`src/rtl/core/mck_pkg.sv`:
```
package mck_pkg;

    localparam int TICK_BITS   = 16;
    localparam int ROM_DEPTH   = 59;
    localparam int ROM_IDX_W   = 6;
    localparam int Q_DEPTH     = 2;
    localparam int Q_PTR_W     = 1;
    localparam int Q_CNT_W     = 2;

    localparam logic MODE_START = 1'b0;
    localparam logic MODE_TICK  = 1'b1;

    localparam logic [7:0] CHAR_FIRST   = 8'd32;
    localparam logic [7:0] CHAR_LAST    = 8'd90;
    localparam logic [7:0] LOWER_FIRST  = 8'd97;
    localparam logic [7:0] LOWER_LAST   = 8'd122;
    localparam logic [7:0] CASE_OFFSET  = 8'd32;
    localparam logic [ROM_IDX_W-1:0] UNKNOWN_IDX = 6'd31;

    localparam logic [2:0] UNITS_DOT   = 3'd1;
    localparam logic [2:0] UNITS_GAP   = 3'd1;
    localparam logic [2:0] UNITS_DASH  = 3'd3;
    localparam logic [2:0] UNITS_CLOSE = 3'd3;
    localparam logic [2:0] UNITS_SPACE = 3'd7;

    typedef struct packed {
        logic [2:0] count;
        logic [5:0] pattern;
    } t_entry;

    typedef struct packed {
        logic       mode;
        t_entry     entry;
    } t_item;

    typedef struct packed {
        logic lamp_on;
        logic busy_res;
        logic char_done;
        logic accepted;
    } t_result;

    // element count in the top bits, first element in the highest count bit, 1 = dash
    localparam logic [8:0] MORSE_ROM [ROM_DEPTH] = '{
        {3'd0, 6'd0},  {3'd6, 6'd43}, {3'd6, 6'd18}, {3'd6, 6'd12},
        {3'd6, 6'd12}, {3'd6, 6'd12}, {3'd5, 6'd8},  {3'd6, 6'd30},
        {3'd5, 6'd22}, {3'd6, 6'd45}, {3'd6, 6'd12}, {3'd5, 6'd10},
        {3'd6, 6'd51}, {3'd6, 6'd33}, {3'd6, 6'd21}, {3'd5, 6'd18},
        {3'd5, 6'd31}, {3'd5, 6'd15}, {3'd5, 6'd7},  {3'd5, 6'd3},
        {3'd5, 6'd1},  {3'd5, 6'd0},  {3'd5, 6'd16}, {3'd5, 6'd24},
        {3'd5, 6'd28}, {3'd5, 6'd30}, {3'd6, 6'd56}, {3'd6, 6'd12},
        {3'd6, 6'd12}, {3'd5, 6'd17}, {3'd6, 6'd12}, {3'd6, 6'd12},
        {3'd6, 6'd26}, {3'd2, 6'd1},  {3'd4, 6'd8},  {3'd4, 6'd10},
        {3'd3, 6'd4},  {3'd1, 6'd0},  {3'd4, 6'd2},  {3'd3, 6'd6},
        {3'd4, 6'd0},  {3'd2, 6'd0},  {3'd4, 6'd7},  {3'd3, 6'd5},
        {3'd4, 6'd4},  {3'd2, 6'd3},  {3'd2, 6'd2},  {3'd3, 6'd7},
        {3'd4, 6'd6},  {3'd4, 6'd13}, {3'd3, 6'd2},  {3'd3, 6'd0},
        {3'd1, 6'd1},  {3'd3, 6'd1},  {3'd4, 6'd1},  {3'd3, 6'd3},
        {3'd4, 6'd9},  {3'd4, 6'd11}, {3'd4, 6'd12}
    };

    function automatic t_entry morse_lookup(input logic [7:0] ch);
        logic [7:0]           folded;
        logic [ROM_IDX_W-1:0] idx;
        folded = ch;
        if (ch >= LOWER_FIRST && ch <= LOWER_LAST) begin
            folded = ch - CASE_OFFSET;
        end
        if (folded < CHAR_FIRST || folded > CHAR_LAST) begin
            idx = UNKNOWN_IDX;
        end else begin
            idx = ROM_IDX_W'(folded - CHAR_FIRST);
        end
        return t_entry'(MORSE_ROM[idx]);
    endfunction

endpackage

```
`src/rtl/core/mck_in_if.sv`:
```
interface mck_in_if;
    logic       valid;
    logic       ready;
    logic       mode;
    logic [7:0] ascii_char;

    modport source (output valid, output mode, output ascii_char, input ready);
    modport sink   (input valid, input mode, input ascii_char, output ready);
endinterface

```
`src/rtl/core/mck_out_if.sv`:
```
interface mck_out_if;
    logic valid;
    logic ready;
    logic lamp_on;
    logic busy_res;
    logic char_done;
    logic accepted;

    modport source (output valid, output lamp_on, output busy_res, output char_done,
                    output accepted, input ready);
    modport sink   (input valid, input lamp_on, input busy_res, input char_done,
                    input accepted, output ready);
endinterface

```
`src/rtl/core/mck_front.sv`:
```
module mck_front (
    mck_in_if.sink          i_in,
    input  logic            i_full,
    output logic            o_push,
    output mck_pkg::t_item  o_item
);

    assign i_in.ready = !i_full;
    assign o_push     = i_in.valid && !i_full;

    // classify and look up the pattern now; the back end ignores it for ticks
    always_comb begin
        o_item.mode  = i_in.mode;
        o_item.entry = mck_pkg::morse_lookup(i_in.ascii_char);
    end

endmodule

```
`src/rtl/core/mck_queue.sv`:
```
module mck_queue (
    input  logic            i_clk,
    input  logic            i_rst_n,
    input  logic            i_push,
    input  mck_pkg::t_item  i_item,
    output logic            o_full,
    input  logic            i_pop,
    output logic            o_valid,
    output mck_pkg::t_item  o_item
);

    mck_pkg::t_item                 r_mem [mck_pkg::Q_DEPTH];
    logic [mck_pkg::Q_PTR_W-1:0]    r_wr_ptr;
    logic [mck_pkg::Q_PTR_W-1:0]    r_rd_ptr;
    logic [mck_pkg::Q_CNT_W-1:0]    r_count;

    assign o_full  = (r_count == mck_pkg::Q_CNT_W'(mck_pkg::Q_DEPTH));
    assign o_valid = (r_count != '0);
    assign o_item  = r_mem[r_rd_ptr];

    always_ff @(posedge i_clk) begin
        if (i_push) begin
            r_mem[r_wr_ptr] <= i_item;
        end
    end

    always_ff @(posedge i_clk) begin
        if (!i_rst_n) begin
            r_wr_ptr <= '0;
            r_rd_ptr <= '0;
            r_count  <= '0;
        end else begin
            if (i_push) begin
                r_wr_ptr <= r_wr_ptr + 1'b1;
            end
            if (i_pop) begin
                r_rd_ptr <= r_rd_ptr + 1'b1;
            end
            if (i_push && !i_pop) begin
                r_count <= r_count + 1'b1;
            end else if (!i_push && i_pop) begin
                r_count <= r_count - 1'b1;
            end
        end
    end

endmodule

```
`src/rtl/core/mck_back.sv`:
```
module mck_back (
    input  logic                            i_clk,
    input  logic                            i_rst_n,
    input  logic [mck_pkg::TICK_BITS-1:0]   i_ticks_per_unit,
    input  logic                            i_valid,
    input  mck_pkg::t_item                  i_item,
    output logic                            o_pop,
    mck_out_if.source                       o_out
);

    logic                           r_active, n_active;
    logic                           r_closing, n_closing;
    logic                           r_lamp, n_lamp;
    logic [3:0]                     r_pos, n_pos;
    logic [2:0]                     r_units, n_units;
    logic [mck_pkg::TICK_BITS-1:0]  r_ticks, n_ticks;
    mck_pkg::t_entry                r_entry, n_entry;
    logic                           r_out_valid;
    mck_pkg::t_result               r_out;

    logic [mck_pkg::TICK_BITS-1:0]  unit_ticks;
    mck_pkg::t_entry                slot_entry;
    logic [3:0]                     slot_pos;
    logic                           slot_closing;
    logic                           slot_lamp;
    logic [2:0]                     slot_units;
    logic [3:0]                     slot_last;
    logic [2:0]                     slot_idx;
    logic [7:0]                     slot_bits;
    logic                           do_load;
    logic                           done;
    logic                           acc;

    assign unit_ticks = (i_ticks_per_unit == '0) ? mck_pkg::TICK_BITS'(1) : i_ticks_per_unit;
    assign o_pop      = i_valid && (!r_out_valid || o_out.ready);

    // a start loads the first slot of the new entry, a tick the slot after the current one
    assign slot_entry = (i_item.mode == mck_pkg::MODE_START) ? i_item.entry : r_entry;
    assign slot_pos   = (i_item.mode == mck_pkg::MODE_START) ? 4'd0 : r_pos + 4'd1;

    // decode what the slot at slot_pos starts: mark, gap, space or closing gap
    always_comb begin
        slot_last    = {slot_entry.count, 1'b0} - 4'd1;
        slot_idx     = slot_entry.count - 3'd1 - slot_pos[3:1];
        slot_bits    = {2'b00, slot_entry.pattern};
        slot_closing = 1'b0;
        slot_lamp    = 1'b0;
        slot_units   = mck_pkg::UNITS_GAP;
        if (slot_entry.count == '0) begin
            slot_closing = (slot_pos != '0);
            slot_units   = (slot_pos == '0) ? mck_pkg::UNITS_SPACE : mck_pkg::UNITS_CLOSE;
        end else if (slot_pos >= slot_last) begin
            slot_closing = 1'b1;
            slot_units   = mck_pkg::UNITS_CLOSE;
        end else if (!slot_pos[0]) begin
            slot_lamp  = 1'b1;
            slot_units = slot_bits[slot_idx] ? mck_pkg::UNITS_DASH : mck_pkg::UNITS_DOT;
        end
    end

    always_comb begin
        n_active   = r_active;
        n_closing  = r_closing;
        n_lamp     = r_lamp;
        n_pos      = r_pos;
        n_units    = r_units;
        n_ticks    = r_ticks;
        n_entry    = r_entry;
        do_load    = 1'b0;
        done       = 1'b0;
        acc        = 1'b0;
        if (i_item.mode == mck_pkg::MODE_START) begin
            if (!r_active) begin
                acc        = 1'b1;
                n_active   = 1'b1;
                n_entry    = i_item.entry;
                n_pos      = '0;
                do_load    = 1'b1;
            end
        end else if (r_active) begin
            if (r_ticks > mck_pkg::TICK_BITS'(1)) begin
                n_ticks = r_ticks - 1'b1;
            end else begin
                n_ticks = unit_ticks;
                if (r_units > 3'd1) begin
                    n_units = r_units - 1'b1;
                end else if (r_closing) begin
                    n_active  = 1'b0;
                    n_closing = 1'b0;
                    n_lamp    = 1'b0;
                    n_units   = '0;
                    n_ticks   = '0;
                    done      = 1'b1;
                end else begin
                    n_pos   = slot_pos;
                    do_load = 1'b1;
                end
            end
        end
        if (do_load) begin
            n_lamp    = slot_lamp;
            n_units   = slot_units;
            n_ticks   = unit_ticks;
            n_closing = slot_closing;
        end
    end

    always_ff @(posedge i_clk) begin
        if (!i_rst_n) begin
            r_active    <= 1'b0;
            r_closing   <= 1'b0;
            r_lamp      <= 1'b0;
            r_pos       <= '0;
            r_units     <= '0;
            r_ticks     <= '0;
            r_entry     <= '0;
            r_out_valid <= 1'b0;
        end else begin
            if (o_pop) begin
                r_active    <= n_active;
                r_closing   <= n_closing;
                r_lamp      <= n_lamp;
                r_pos       <= n_pos;
                r_units     <= n_units;
                r_ticks     <= n_ticks;
                r_entry     <= n_entry;
                r_out_valid <= 1'b1;
            end else if (o_out.ready) begin
                r_out_valid <= 1'b0;
            end
        end
    end

    always_ff @(posedge i_clk) begin
        if (o_pop) begin
            r_out.lamp_on   <= n_lamp;
            r_out.busy_res  <= n_active;
            r_out.char_done <= done;
            r_out.accepted  <= acc;
        end
    end

    assign o_out.valid     = r_out_valid;
    assign o_out.lamp_on   = r_out.lamp_on;
    assign o_out.busy_res  = r_out.busy_res;
    assign o_out.char_done = r_out.char_done;
    assign o_out.accepted  = r_out.accepted;

endmodule

```
`src/rtl/core/morse_character_keyer_core.sv`:
```
// ITU Morse keyer. Each input transfer is either a character start (mode 0) or one
// timebase tick (mode 1), and each gives exactly one result transfer carrying the lamp
// level, busy flag, completion pulse and whether the start was taken. A start while
// busy is answered with accepted = 0 and changes nothing. The block takes one item per
// clock while its queue is not full: the front end looks up the pattern in a 59-entry
// ROM as the item arrives, a two-entry queue carries it to the back end, and the back
// end updates the element sequencer and its tick and unit counters into an output
// register, so results leave one per cycle while the sink keeps ready high. The user
// must write ticks_per_unit through i_cfg_wr_en and i_cfg_wr_data only while idle;
// the block does not enforce this. A value of zero counts as one tick.
module morse_character_keyer_core (
    input  logic                            i_clk,
    input  logic                            i_rst_n,
    input  logic                            i_cfg_wr_en,
    input  logic [mck_pkg::TICK_BITS-1:0]   i_cfg_wr_data,
    mck_in_if.sink                          i_in,
    mck_out_if.source                       o_out
);

    logic [mck_pkg::TICK_BITS-1:0]  r_ticks_per_unit;
    logic                           w_push;
    logic                           w_full;
    logic                           w_pop;
    logic                           w_q_valid;
    mck_pkg::t_item                 w_push_item;
    mck_pkg::t_item                 w_q_item;

    always_ff @(posedge i_clk) begin
        if (!i_rst_n) begin
            r_ticks_per_unit <= mck_pkg::TICK_BITS'(200);
        end else if (i_cfg_wr_en) begin
            r_ticks_per_unit <= i_cfg_wr_data;
        end
    end

    mck_front u_front (
        .i_in   (i_in),
        .i_full (w_full),
        .o_push (w_push),
        .o_item (w_push_item)
    );

    mck_queue u_queue (
        .i_clk   (i_clk),
        .i_rst_n (i_rst_n),
        .i_push  (w_push),
        .i_item  (w_push_item),
        .o_full  (w_full),
        .i_pop   (w_pop),
        .o_valid (w_q_valid),
        .o_item  (w_q_item)
    );

    mck_back u_back (
        .i_clk            (i_clk),
        .i_rst_n          (i_rst_n),
        .i_ticks_per_unit (r_ticks_per_unit),
        .i_valid          (w_q_valid),
        .i_item           (w_q_item),
        .o_pop            (w_pop),
        .o_out            (o_out)
    );

`ifndef NO_ASSERTIONS
    a_done_idle: assert property (@(posedge i_clk) disable iff (!i_rst_n)
        (o_out.valid && o_out.char_done) |-> !o_out.busy_res)
        else $error("completion pulse while still busy");

    a_accept_busy: assert property (@(posedge i_clk) disable iff (!i_rst_n)
        (o_out.valid && o_out.accepted) |-> o_out.busy_res)
        else $error("accepted start without going busy");

    a_lamp_busy: assert property (@(posedge i_clk) disable iff (!i_rst_n)
        (o_out.valid && o_out.lamp_on) |-> o_out.busy_res)
        else $error("lamp on while idle");

    a_pop_drains: assert property (@(posedge i_clk) disable iff (!i_rst_n)
        (w_pop && !w_push) |=> !w_full)
        else $error("queue still full after a pop");
`endif

endmodule

```
`src/flat_wrapper.sv`:
```
// flat-port wrapper written by rule: the top's interface ports become plain ports
module morse_character_keyer_core_flat 
  (i_clk, i_rst_n, i_cfg_wr_en, i_cfg_wr_data, i_in_valid, i_in_mode, i_in_ascii_char, i_in_ready, o_out_valid, o_out_lamp_on, o_out_busy_res, o_out_char_done, o_out_accepted, o_out_ready);
  mck_in_if i_in_i ();
  mck_out_if o_out_i ();
  input  logic i_clk;
  input  logic i_rst_n;
  input  logic i_cfg_wr_en;
  input  logic [mck_pkg::TICK_BITS-1:0] i_cfg_wr_data;
  input wire logic [$bits(i_in_i.valid)-1:0] i_in_valid;
  input wire logic [$bits(i_in_i.mode)-1:0] i_in_mode;
  input wire logic [$bits(i_in_i.ascii_char)-1:0] i_in_ascii_char;
  output wire logic [$bits(i_in_i.ready)-1:0] i_in_ready;
  output wire logic [$bits(o_out_i.valid)-1:0] o_out_valid;
  output wire logic [$bits(o_out_i.lamp_on)-1:0] o_out_lamp_on;
  output wire logic [$bits(o_out_i.busy_res)-1:0] o_out_busy_res;
  output wire logic [$bits(o_out_i.char_done)-1:0] o_out_char_done;
  output wire logic [$bits(o_out_i.accepted)-1:0] o_out_accepted;
  input wire logic [$bits(o_out_i.ready)-1:0] o_out_ready;
  assign i_in_i.valid = i_in_valid;
  assign i_in_i.mode = i_in_mode;
  assign i_in_i.ascii_char = i_in_ascii_char;
  assign i_in_ready = i_in_i.ready;
  assign o_out_valid = o_out_i.valid;
  assign o_out_lamp_on = o_out_i.lamp_on;
  assign o_out_busy_res = o_out_i.busy_res;
  assign o_out_char_done = o_out_i.char_done;
  assign o_out_accepted = o_out_i.accepted;
  assign o_out_i.ready = o_out_ready;
  morse_character_keyer_core u_core (.i_clk(i_clk), .i_rst_n(i_rst_n), .i_cfg_wr_en(i_cfg_wr_en), .i_cfg_wr_data(i_cfg_wr_data), .i_in(i_in_i), .o_out(o_out_i));
endmodule
```
`config.mk`:
```
export PLATFORM = sky130hd
export DESIGN_NAME = morse_character_keyer_core_flat
export DESIGN_NICKNAME = d
export VERILOG_FILES = /design/src/rtl/core/mck_pkg.sv /design/src/rtl/core/mck_in_if.sv /design/src/rtl/core/mck_out_if.sv /design/src/rtl/core/mck_front.sv /design/src/rtl/core/mck_queue.sv /design/src/rtl/core/mck_back.sv /design/src/rtl/core/morse_character_keyer_core.sv /design/src/flat_wrapper.sv
export SDC_FILE = /design/constraint.sdc
export NUM_CORES = 1
export LEC_CHECK = 0
export ABC_AREA = 1
export BUFFER_PORTS_ARGS = -buffer_cell sky130_fd_sc_hd__clkbuf_2
export CAP_MARGIN = 0
export CORE_AREA = 2 2 124 126
export DETAILED_ROUTE_END_ITERATION = 7
export DIE_AREA = 0 0 126 128
export HOLD_SLACK_MARGIN = 0.02
export SYNTH_ARGS = -nofsm -noshare
export SYNTH_HDL_FRONTEND = slang
export SYNTH_SLANG_ARGS = --single-unit
```
`constraint.sdc`:
```
create_clock -name i_clk -period 3.7 [get_ports i_clk]
set_input_delay 0.925 -clock i_clk [delete_from_list [all_inputs] [get_ports i_clk]]
set_output_delay 0.925 -clock i_clk [all_outputs]
set_load 0.02 [all_outputs]
```
### Word level (Yosys, flattened, before mapping)

Memory sizes are Yosys's and may differ from the RTL's. A register that Yosys moved wholly into a read port is not among the register bits.
Index checks and enable logic that the tools add are counted.

| storage, ports and cells | value |
|---|---|
| register bits | 60 |
| memory bits (writable) | 20 |
| bits in read-only memories | 576 |
| input bits | 30 |
| word-level logic and storage cells | 145 |
| memories kept | 2 |

| cells by class | value |
|---|---|
| $add $sub $neg | 12 |
| magnitude comparators | 9 |
| equal/unequal tests | 8 |
| mux-type cells | 67 |
| bitwise operators | 3 |
| reductions and logical operators | 27 |

Memory list:

| name | words | bits a word | read ports | clocked after memory_dff | wr ports | RTL line | text |
|---|---|---|---|---|---|---|---|
| (no name shown) | 64 | 9 | 1 | 0 | 0 | mck_pkg.sv:74 | `return t_entry'(MORSE_ROM[idx]);` |
| u_core.u_queue.r_mem | 2 | 10 | 1 | 1 | 1 | mck_queue.sv:12 | `mck_pkg::t_item r_mem [mck_pkg::Q_DEPTH];` |

Operator list:

| cell | number |
|---|---|
| $mux W16 | 7 |
| $mux W1 | 34 |
| $mux W4 | 7 |
| $mux W9 | 3 |
| $mux W3 | 8 |
| $gt A16 B1 Y1 const B | 1 |
| $logic_not A16 Y1 | 1 |
| $sub A16 B1 Y16 const B | 1 |
| $ne A2 B2 Y1 const B | 6 |
| $mux W2 | 5 |
| $reduce_and A5 Y1 | 2 |
| $reduce_bool A2 Y1 | 5 |
| $ge A8 B7 Y1 const B | 1 |
| $gt A8 B7 Y1 const B | 1 |
| $le A8 B7 Y1 const B | 1 |
| $lt A8 B6 Y1 const B | 1 |
| $mux W8 | 1 |
| $sub A8 B6 Y8 const B | 1 |
| $ge A7 B7 Y1 const B | 1 |
| $not A6 Y7 | 1 |
| $mux W6 | 1 |
| $reduce_and A3 Y1 | 2 |
| $reduce_and A6 Y1 | 1 |
| $sub A3 B1 Y3 const B | 2 |
| 22 further kinds | 32 |

### Depth between registers and ports, before layout

| logic depth | value |
|---|---|
| word-level depth | 10 |
| mapped depth | 19 |
| depth with buffers taken out | 18 |

### Cells and area by module

Synthesis repeated with hierarchy kept, for this count alone.

| second synthesis, totals | value |
|---|---|
| cells, all modules | 816 |
| area, all modules | 5695.5 µm² |

By module, submodules not included:

| module | instances | cells each | area each (µm²) |
|---|---|---|---|
| mck_back | 1 | 446 | 2919.0 |
| mck_front | 1 | 208 | 1118.6 |
| mck_queue | 1 | 66 | 992.2 |
| morse_character_keyer_core | 1 | 96 | 665.6 |

### Worst setup path after synthesis

OpenSTA, ideal clock, no wires.

| timing | value |
|---|---|
| path type | input-to-reg |
| from | in i_in_ascii_char[5] |
| to | mem u_core.u_queue.r_mem[0][7] (netlist name) (data pin) |
| arrival time | 2.725 ns |
| data required time | 3.438 ns |
| path slack | 0.714 ns |
| cell stages on the path | 14 |
| path buffers | 1 |
| cell sequence | inv_1 -> ha_1 -> nand4_1 -> nand2_1 -> a21oi_4 -> buf_6 -> nand3_2 -> ha_1 -> inv_1 -> nand4_1 -> nand3_1 -> nand2_1 -> nor2_1 -> a21oi_1 |

RTL lines:

| what | RTL line | text |
|---|---|---|
| from (decl) | flat_wrapper.sv:12 | `input wire logic [$bits(i_in_i.ascii_char)-1:0] i_in_ascii_char;` |
| to (decl) | mck_queue.sv:12 |  |

==> qor.txt <==
Cell count after synthesis: 712
Total global routing overflow: 0
FF-to-FF setup slack: 0.96 ns
Largest area contributor in the netlist: dfxtp_1
WS Path Type: input pin to register
Most frequent CP cell: nand2_1
Non-Filler Instances: 939
Initial core utilization: 0.342
H-tree depth: 3
Cell Pwr Density: 806 nW/µm²
I/O pin cnt: 36
Worst path slowest cell: ha_1
Core region area: 14900 µm²
Crit path arrival time: 3.18 ns
Total track usage: 0.159
CTS clk-pin slew, worst paths: 0.06 ns
Mux share of post-synthesis cell area: 0.00591
Worst min path class: register to register
Placed cells: 923
Syn_nets: 768
Fraction of layout cells with a size suffix above 1: 0.108
Simple-gate share of the synthesized area: 0.273
Crit-path max FO: 13
Vias in the first global route: 4438
Post-route setup slack: 0.603 ns
Synth Area in Adders: 0.0655
Leak pwr: 2.60 nW
Outcome: completed
PortBufs: 35
Part of the Yosys area used for sequential elements: 0.366
R2R cell count: 12
Slew Viols, Final: 0
Hold_ws: 0.452 ns
RSZ-0062 raised after global routing: no
Worst setup path end: u_core.u_queue.r_mem[0][7]
Worst Setup SP: i_in_ascii_char[1]
MaxCap Viol Count: 0
Dominant cells by area after synthesis: dfxtp_1 22%, edfxtp_1 14%, nand2_1 11%, o21ai_0 6.7%, inv_1 6.6%
Final period util: 0.837
Worst EP required: 3.78 ns
Die outline height: 128 µm
Share of the synthesized area in the top cell type: 0.224
Synth warnings: 0
DR WL/cell: 13.2 µm
First-pass iteration count of the detailed router: 5
Worst-Skew Late Latency: 0.34 ns
CTS-repair resized insts: 0
Antenna violations before repair: 0
Final hold vios: 0
Final setup vio count: 0
Die X: 126 µm
Distinct cells, synth: 44
Synthesized flop and latch total: 81
Mean number of vias per cell: 4.99
Crit path largest cell delay: 0.35 ns
CTS tree: done
Reg2reg end: u_core.u_back.r_lamp
Post-synth EDFFs: 24
Largest net degree at the start of global routing: 40
Cell Chain, Critical Path: clkbuf_2 > nor2_4 > nor2_1 > nand2_1 > nand3_1 > nand2_2 > nand2_1 > nand2_2 > nand3_2 > ha_1 > inv_1 > nand4_1 > nand3_1 > nand2_1 > nor2_1 > a21oi_1
Final #Nets: 802
Initial DRC count: 305
Setup TNS: 0 ns
XOR/XNOR share of the synthesized area: 0.0172
Synth Cell Area: 5080 µm²
Clock sink total: 81
Worst Setup End Kind: register
Root buffer cell: clkbuf_16
Largest family of logic cells by synthesized area: simple AND/OR/NAND/NOR gates
Max Fclk: 323 MHz
Post-synth ARST share: 0
Pre-CTS WS: 0.289 ns
Synth Area in Compound Gates: 0.178
Rows: 45
Worst Tran Pin Value: 0.927 ns
Hold Buf Count CTS: 0
Setup Fix Bufs, Post-CTS: 0
Top-count cell post-synth: nand2_1
Ant diodes: 0
Syn Area/Cell: 7.14 µm²
Normalized max-slew margin: 0.380
Post-DRT Antenna Nets: 0
Critical Path Source Type: input pin
Synth Flop Type: dfxtp_1
Fin Clk Skew: 0.0101 ns
Post-DP HPWL: 9310 µm
First-pass GRT wire length: 21100 µm
Vias post-DR: 4690
Top cells by count, synth: 150 x nand2_1, 89 x inv_1, 74 x nor2_1, 68 x o21ai_0, 57 x dfxtp_1
Fin crit period: 3.10 ns
Pwr Total: 4.67 mW
Clock tree buffer depth: 2
Post-Route WL: 12400 µm
Area growth syn-to-layout: 13.8%
Peak supply drop: 0.000269 V
Post-route DRC: 0
Final Wtd Congestion: 0.969
Die Area: 16100 µm²
Number of CTS-inserted buffers: 9
## cell usage in the layout, fill, tap and decap left out, types with 5 or more instances in the layout
| cell | synthesis | final |
|---|---|---|
| nand2_1 | 150 | 150 |
| inv_1 | 89 | 89 |
| nor2_1 | 74 | 74 |
| o21ai_0 | 68 | 68 |
| dfxtp_1 | 57 | 57 |
| a21oi_1 | 55 | 55 |
| nand3_1 | 40 | 40 |
| clkbuf_2 | 0 | 35 |
| ha_1 | 25 | 25 |
| edfxtp_1 | 24 | 24 |
| nand4_1 | 20 | 20 |
| buf_4 | 1 | 11 |
| clkbuf_16 | 0 | 10 |
| o211ai_1 | 9 | 9 |
| a31oi_1 | 6 | 6 |
| xnor2_1 | 5 | 5 |
| xor2_1 | 5 | 5 |
| nor4_1 | 5 | 5 |
| nor3_1 | 5 | 5 |
## power by group
part	internal [mW]	switching (mW)
logic	0.806	1.53
clock network	0.633	0.360
registers	1.18	0.155
total	2.62	2.04
## worst min path at each step
stage | slack, ns | cells past startpoint | startpoint | to
global placement | 0.44 | 1 | u_core.u_queue.r_rd_ptr | u_core.u_queue.r_rd_ptr
global route | 0.47 | 2 | u_core.u_back.r_entry[1] | u_core.u_back.r_entry[1]
floorplan | 0.43 | 1 | u_core.u_queue.r_rd_ptr | register
finish | 0.45 | 1 | u_core.u_queue.r_rd_ptr | register
detailed placement | 0.44 | 1 | u_core.u_queue.r_rd_ptr | register
CTS | 0.45 | 1 | u_core.u_queue.r_rd_ptr | register
## layer usage
layer / share of wire / GRT usage / vias up
met5: 0 / 0 / -
met4: 0.026 / 0.0750 / 0
met1: 0.50 / 0.220 / 2101
li1: - / - / 2447
met2: 0.44 / 0.250 / 120
met3: 0.039 / 0.0184 / 22
## registers in the layout (all words and copies together), names as in the netlist, 2 cells and up, named ones only
name,cells
u_core.r_ticks_per_unit,16
u_core.u_queue.r_mem,20
u_core.u_back.r_entry,9
u_core.u_back.r_ticks,16
u_core.u_back.r_pos,4
u_core.u_back.r_units,3
u_core.u_queue.r_count,2
## through the flow
| stage | util | cell area, µm² |
|---|---|---|
| finish | 0.389 | 5790 |
| detailed placement | 0.367 | 5460 |
| CTS | 0.389 | 5790 |
| floorplan | - | 5080 |
| global route | 0.389 | 5790 |
| global placement | 0.367 | 5460 |
## critical path, delay by kind of cell
| family | cells | cell delay [ns] |
|---|---|---|
| AND/OR/NAND/NOR | 12 | 1.62 |
| AO/OA/AOI/OAI | 1 | 0.06 |
| buffers and inverters | 2 | 0.22 |
| adder cells (fa/ha/maj) | 1 | 0.35 |
## cell families (layout without fill, tap and decap cells)
| logic type | count (synthesis) | after routing |
|---|---|---|
| AND/OR/NAND/NOR | 312 | 312 |
| AO/OA/AOI/OAI | 162 | 162 |
| buffers and inverters | 118 | 157 |
| flip-flops | 81 | 81 |
| adder cells (fa/ha/maj) | 26 | 26 |
| XOR/XNOR | 10 | 10 |
| multiplexers | 3 | 3 |
## area by class of cell
cell class                 instances  area, µm²
clock buffer                      12        258
clock inverter                     4       72.6
fill                            1614       9080
inverter                          95        357
multi-input combinational        513       2750
sequential                        81       1860
tap                              188        235
timing repair buffer              46        258
(Power assumes the default switching activity.)
